--- config.mk ---
export PLATFORM = sky130hd
export DESIGN_NAME = rbsi_ctrl
export DESIGN_NICKNAME = d
export VERILOG_FILES = /design/src/rbsi_pkg.sv /design/src/rbsi_ctrl.sv
export SDC_FILE = /design/constraint.sdc
export NUM_CORES = 1
export LEC_CHECK = 0
export BUFFER_PORTS_ARGS = -buffer_cell sky130_fd_sc_hd__buf_2
export CAP_MARGIN = 10
export CORE_UTILIZATION = 49
export CTS_CLUSTER_SIZE = 28
export DETAILED_ROUTE_END_ITERATION = 7
export PLACE_DENSITY = 0.93
export RECOVER_POWER = 50
export REMOVE_ABC_BUFFERS = 1
export SLEW_MARGIN = 20
export SYNTH_ARGS = -nofsm -noshare
export SYNTH_HDL_FRONTEND = slang
export SYNTH_SLANG_ARGS = --single-unit
--- constraint.sdc ---
create_clock -name clk -period 5.2 [get_ports clk]
set_input_delay 0.26 -clock clk [delete_from_list [all_inputs] [get_ports clk]]
set_output_delay 0.26 -clock clk [all_outputs]
set_load 0.005 [all_outputs]
--- src/rbsi_pkg.sv ---
package rbsi_pkg;

  // configuration register map
  localparam int NUM_REGS  = 7;
  localparam int REG_IDX_W = 3;

  localparam logic [REG_IDX_W-1:0] REG_ORIGIN_X = 3'd0;
  localparam logic [REG_IDX_W-1:0] REG_ORIGIN_Y = 3'd1;
  localparam logic [REG_IDX_W-1:0] REG_ORIGIN_Z = 3'd2;
  localparam logic [REG_IDX_W-1:0] REG_DIR_X    = 3'd3;
  localparam logic [REG_IDX_W-1:0] REG_DIR_Y    = 3'd4;
  localparam logic [REG_IDX_W-1:0] REG_DIR_Z    = 3'd5;
  localparam logic [REG_IDX_W-1:0] REG_T_LIMIT  = 3'd6;

  localparam int NUM_AXES = 3;

  // divider stages around the one-bit-per-stage quotient core
  localparam int DIV_PRE_STAGES  = 2;  // magnitudes, overflow compare
  localparam int DIV_POST_STAGES = 1;  // saturate and restore sign

  // stages an axis adds around its dividers
  localparam int AXIS_PRE_STAGES  = 1;  // plane distances
  localparam int AXIS_POST_STAGES = 1;  // slab ordering

endpackage

--- src/rbsi_ctrl.sv ---
module rbsi_ctrl
  import rbsi_pkg::*;
#(
  parameter int DEPTH = 39
) (
  input  logic             clk,
  input  logic             rst,
  input  logic             in_valid,
  input  logic             out_ready,
  output logic             in_ready,
  output logic [DEPTH-1:0] en,
  output logic [DEPTH-1:0] valid
);

  // a stage may load when it or any later stage up to the output is
  // empty, or when the output is being taken
  for (genvar k = 0; k < DEPTH; k++) begin : g_en
    assign en[k] = !(&valid[DEPTH-1:k]) || out_ready;
  end

  assign in_ready = en[0];

  // valid bits travel with the data, bubbles are squeezed out
  always_ff @(posedge clk) begin
    if (rst) begin
      valid[0] <= 1'b0;
    end else if (en[0]) begin
      valid[0] <= in_valid;
    end
  end

  for (genvar k = 1; k < DEPTH; k++) begin : g_valid
    always_ff @(posedge clk) begin
      if (rst) begin
        valid[k] <= 1'b0;
      end else if (en[k]) begin
        valid[k] <= valid[k-1];
      end
    end
  end

endmodule

Word level (Yosys, flattened, before mapping)
Index checks and enable logic that the tools add are counted.
{ "op_classes": {"n_reduce_logical": 116} }
{ "op_table": {"columns": ["op", "count"], "rows": [
  ["zero test 1 bit", 39],
  ["logical OR 1 bit", 39],
  ["AND reduction 39 bit", 1],
  ["AND reduction 38 bit", 1],
  ["AND reduction 37 bit", 1],
  ["AND reduction 36 bit", 1],
  ["AND reduction 35 bit", 1],
  ["AND reduction 34 bit", 1],
  ["AND reduction 33 bit", 1],
  ["AND reduction 32 bit", 1],
  ["AND reduction 31 bit", 1],
  ["AND reduction 30 bit", 1],
  ["AND reduction 29 bit", 1],
  ["AND reduction 28 bit", 1],
  ["AND reduction 27 bit", 1],
  ["AND reduction 26 bit", 1],
  ["AND reduction 25 bit", 1],
  ["AND reduction 24 bit", 1],
  ["AND reduction 23 bit", 1],
  ["AND reduction 22 bit", 1],
  ["AND reduction 21 bit", 1],
  ["AND reduction 20 bit", 1],
  ["AND reduction 19 bit", 1],
  ["AND reduction 18 bit", 1],
  ["16 further kinds", 16]
]} }
{ "word_totals": {"register_bits": 39, "inputBits": 4, "output_inout_bits": 79, "word_cells": 155} }

Longest topological paths before layout
{ "depth": {"word_depth": 3, "ltp_mapped": 6, "ltp_nobuf": 5} }

Worst setup path before layout
OpenSTA, ideal clock, no wires.
{ "synth_timing": {"path_type": "reg-to-output", "from": "register valid[38]", "to": "output en[0]", "t_arrival_ns": 1.908, "slack_ns": 3.032, "path_stages_with_launch": 7, "path_buffers": 1, "path_cell_list": "dfxtp_1 -> nand3b_4 -> nor3_4 -> and4_4 -> inv_2 -> or4_1 -> buf_4"} }
{ "synth_between": {"elab_chain_len": 3} }
{ "synth_lines": {"columns": ["item", "line_no", "source"], "rows": [
  ["start: declaration", "rbsi_ctrl.sv:12", "output logic [DEPTH-1:0] valid"],
  ["start signal: indexed assignment", "rbsi_ctrl.sv:37", "valid[k] <= valid[k-1];"],
  ["AND reduction 39 bit", "rbsi_ctrl.sv:18", "assign en[k] = !(&valid[DEPTH-1:k]) || out_ready;"],
  ["zero test 1 bit", "rbsi_ctrl.sv:18", null],
  ["logical OR 1 bit", "rbsi_ctrl.sv:18", null],
  ["end: declaration", "rbsi_ctrl.sv:11", "output logic [DEPTH-1:0] en,"]
]} }
No other way between the ends.

Final worst setup path
Same ends and word-level chain as after synthesis.

==> run metrics <==
clk sinks=39; setup ws final=around 1900 ps; Multi-input gate area=about 800 µm²; number of setup buffers added after CTS=0; worst r2r src=valid[38]; CP cell instances=nand3b_1, nor3_1, and4_4, inv_2, or4_1, buf_2; Worst-Skew Late Latency=~350 ps; DP HPWL=between 3000 and 4000 µm; num rows=21; Initial Utilization=51.57%; Reg2Reg Depth=4; Seq. cell area=around 780 µm²; DR WL/cell=roughly 13 µm; Hold Path Stages=3; cell count after placement=roughly 330; PD cells=between 200 and 250 mW/mm²; slew margin rel.=roughly 39%; synthesized cell area=between 0.0015 and 0.002 mm²; Yosys cell types=33; vias per inst=around 5.5; slowest stage cell, crit path=nor3_1; layout cells sized above 1=approximately 23%; Root Driver=clkbuf_4; Pre-antenna DRT Iters=4; Peak VDD IR=slightly above 200 µV; Routed Antenna Nets=0; largest register by flop count=valid; WL final=approximately 4600 µm; leak pwr=between 0.7 and 0.8 nW; Psw=between 0.1 and 0.15 mW; endpoints failing hold=0; max reg flops=39; crit path max fanout=12; WP data required=around 5000 ps; total grt overflow=0; commonest non-fill, non-tap cell in the layout=buf_2; die height=between 60 and 70 µm; All-Layer GR Usage=between 20% and 30%; Area Growth Syn to Fin=25.41%; die area=0.003810 mm²; critical path data arrival time=around 3000 ps; Power, Total=between 0.5 and 0.6 mW; Fill cells=317; first-pass GRT wire length=about 6800 µm; hold_sp=in_valid; unrepaired setup endpoints after global routing=no; n_diodes=0; Total Neg Setup Slack=0 ps; Int Power=0.4076 mW; remaining routing DRC violations=0; vias in the first global route=roughly 1500; Iteration-0 DRC Markers=110; post-synthesis sequential area ratio=44.67%; pre-CTS WS=between 2000 and 3000 ps; RePlAce Congestion=around 0.81; power share of the clock group=around two fifths; Reg power frac=about 58%; PostCTS Resize Cnt=0; Max Clock Skew=12.81 ps; final instance area=0.002192 mm²; final std cells w/o fill=340; outcome=finished clean; Worst R2R Setup Slack=around 2600 ps; Ports=slightly above 80; Slew @ Worst Pin=~900 ps; min-delay worst type=primary input to flip-flop; clock buffer count from CTS=5; WS Path Type=flip-flop to output pin; clock transition at the registers of the reported paths=about 130 ps; die width=between 60 and 70 µm; CP endpoint kind=output pin; Max Cap Violations=0; post-synthesis register bit count=39; antenna violations before repair=0; Placeable Area=0.003390 mm²; slowest stage delay, CP=~800 ps; port bufs=82; period utilisation layout=a little under two thirds; placed instance area=approximately 0.0022 mm²; worst hold slack=~110 ps; H-Tree Depth=2; RR Endpoint=valid[7]; pin count of the biggest net entering global routing=51; via count=about 1900; startpoint types=flip-flop; Post-Synthesis Cells=215; min Tclk post-route=roughly 3300 ps; Mapped Avg Cell Area=around 8.1 µm²; Sw Ratio=a little over a fifth; Slew Limit Fails=0; fmax=between 300 and 400 MHz; most frequent cells in the layout=56 x buf_2, 39 x dfxtp_1, 26 x clkbuf_1; final setup vio count=0; largest registers=valid: 39 flops; WHS Endpoint=valid[0]; post-layout util=64.67%; Hold-fix buffers, CTS=0; # nets final=297; Critical Path Start=valid[38]; Clock Path Buffers=2; CTS tree=built; Logic pwr share=under 10%; Yosys warnings=0
## cells in the mapped netlist, drive strengths merged
cell type  number  share of area, %
dfxtp          39                45
inv            25               5.4
nand2          19               4.1
a21oi          18               5.2
nor2           18               3.9
nand3          17               5.2
nand2b         14               5.0
nand4          13               5.0
o41ai          10               5.0
clkbuf          7               1.5
and3            6               2.1
or4             5               2.1
buf             4               1.1
nor3            3               1.5
o31ai           3               1.3
nand3b          2               1.6
nor4            2               1.1
o32ai           2               1.0
or3             2              0.72
a31oi           1              0.36
a41oi           1              0.50
and2            1              0.36
and4            1              0.64
nor2b           1              0.36
o22ai           1              0.36
## critical path: cells and delay by family, from the launching register on
| kind | cells | cell delay [ps] |
|---|---|---|
| flip-flops | 1 | 370 |
| AND/OR/NAND/NOR | 4 | 2080 |
| buffers and inverters | 2 | 250 |
## area by class of cell
cell class                      instances  area share, %
Clock buffer                            5          1.712
Clock inverter                          3          2.169
Inverter                               25          4.281
Multi-Input combinational cell        140          36.36
Sequential cell                        39          35.62
Tap cell                               46          2.626
Timing Repair Buffer                   82          17.24
## power by group through the flow
stage	Combinational, mW	Clock, mW	Sequential [mW]
finish	0.0105	0.210	0.301
detailed placement	0.0110	0	0.308
CTS	0.0111	0.212	0.301
global route	0.0116	0.227	0.301
floorplan	0.00341	0	0.308
global placement	0.0107	0	0.308
## metal layers
metal | vias to the layer above | global-route usage [%] | share of wire [%] | routed length, µm
met2 | 64 | 40.09 | 49 | 2248
li1 | 920 | - | - | -
met4 | 0 | 6.984 | 0.96 | 44
met3 | 6 | 6.004 | 6.0 | 276
met1 | 869 | 30.31 | 44 | 2000
met5 | - | 0 | 0 | 0
## worst max-delay path by stage
stage / depth (start not counted) / end
global placement: 7 / en[0]
floorplan: 5 / en[0]
finish: 6 / en[0]
global route: 6 / in_ready
CTS: 6 / en[0]
detailed placement: 7 / en[0]
## logic make-up after synthesis
group | synth area share [%]
and+or+nand+nor | 33.64
DFF | 44.67
buffers and inverters | 8.018
AOI/OAI and AO/OA | 13.67
No activity file was read; power rests on OpenSTA's default activity.
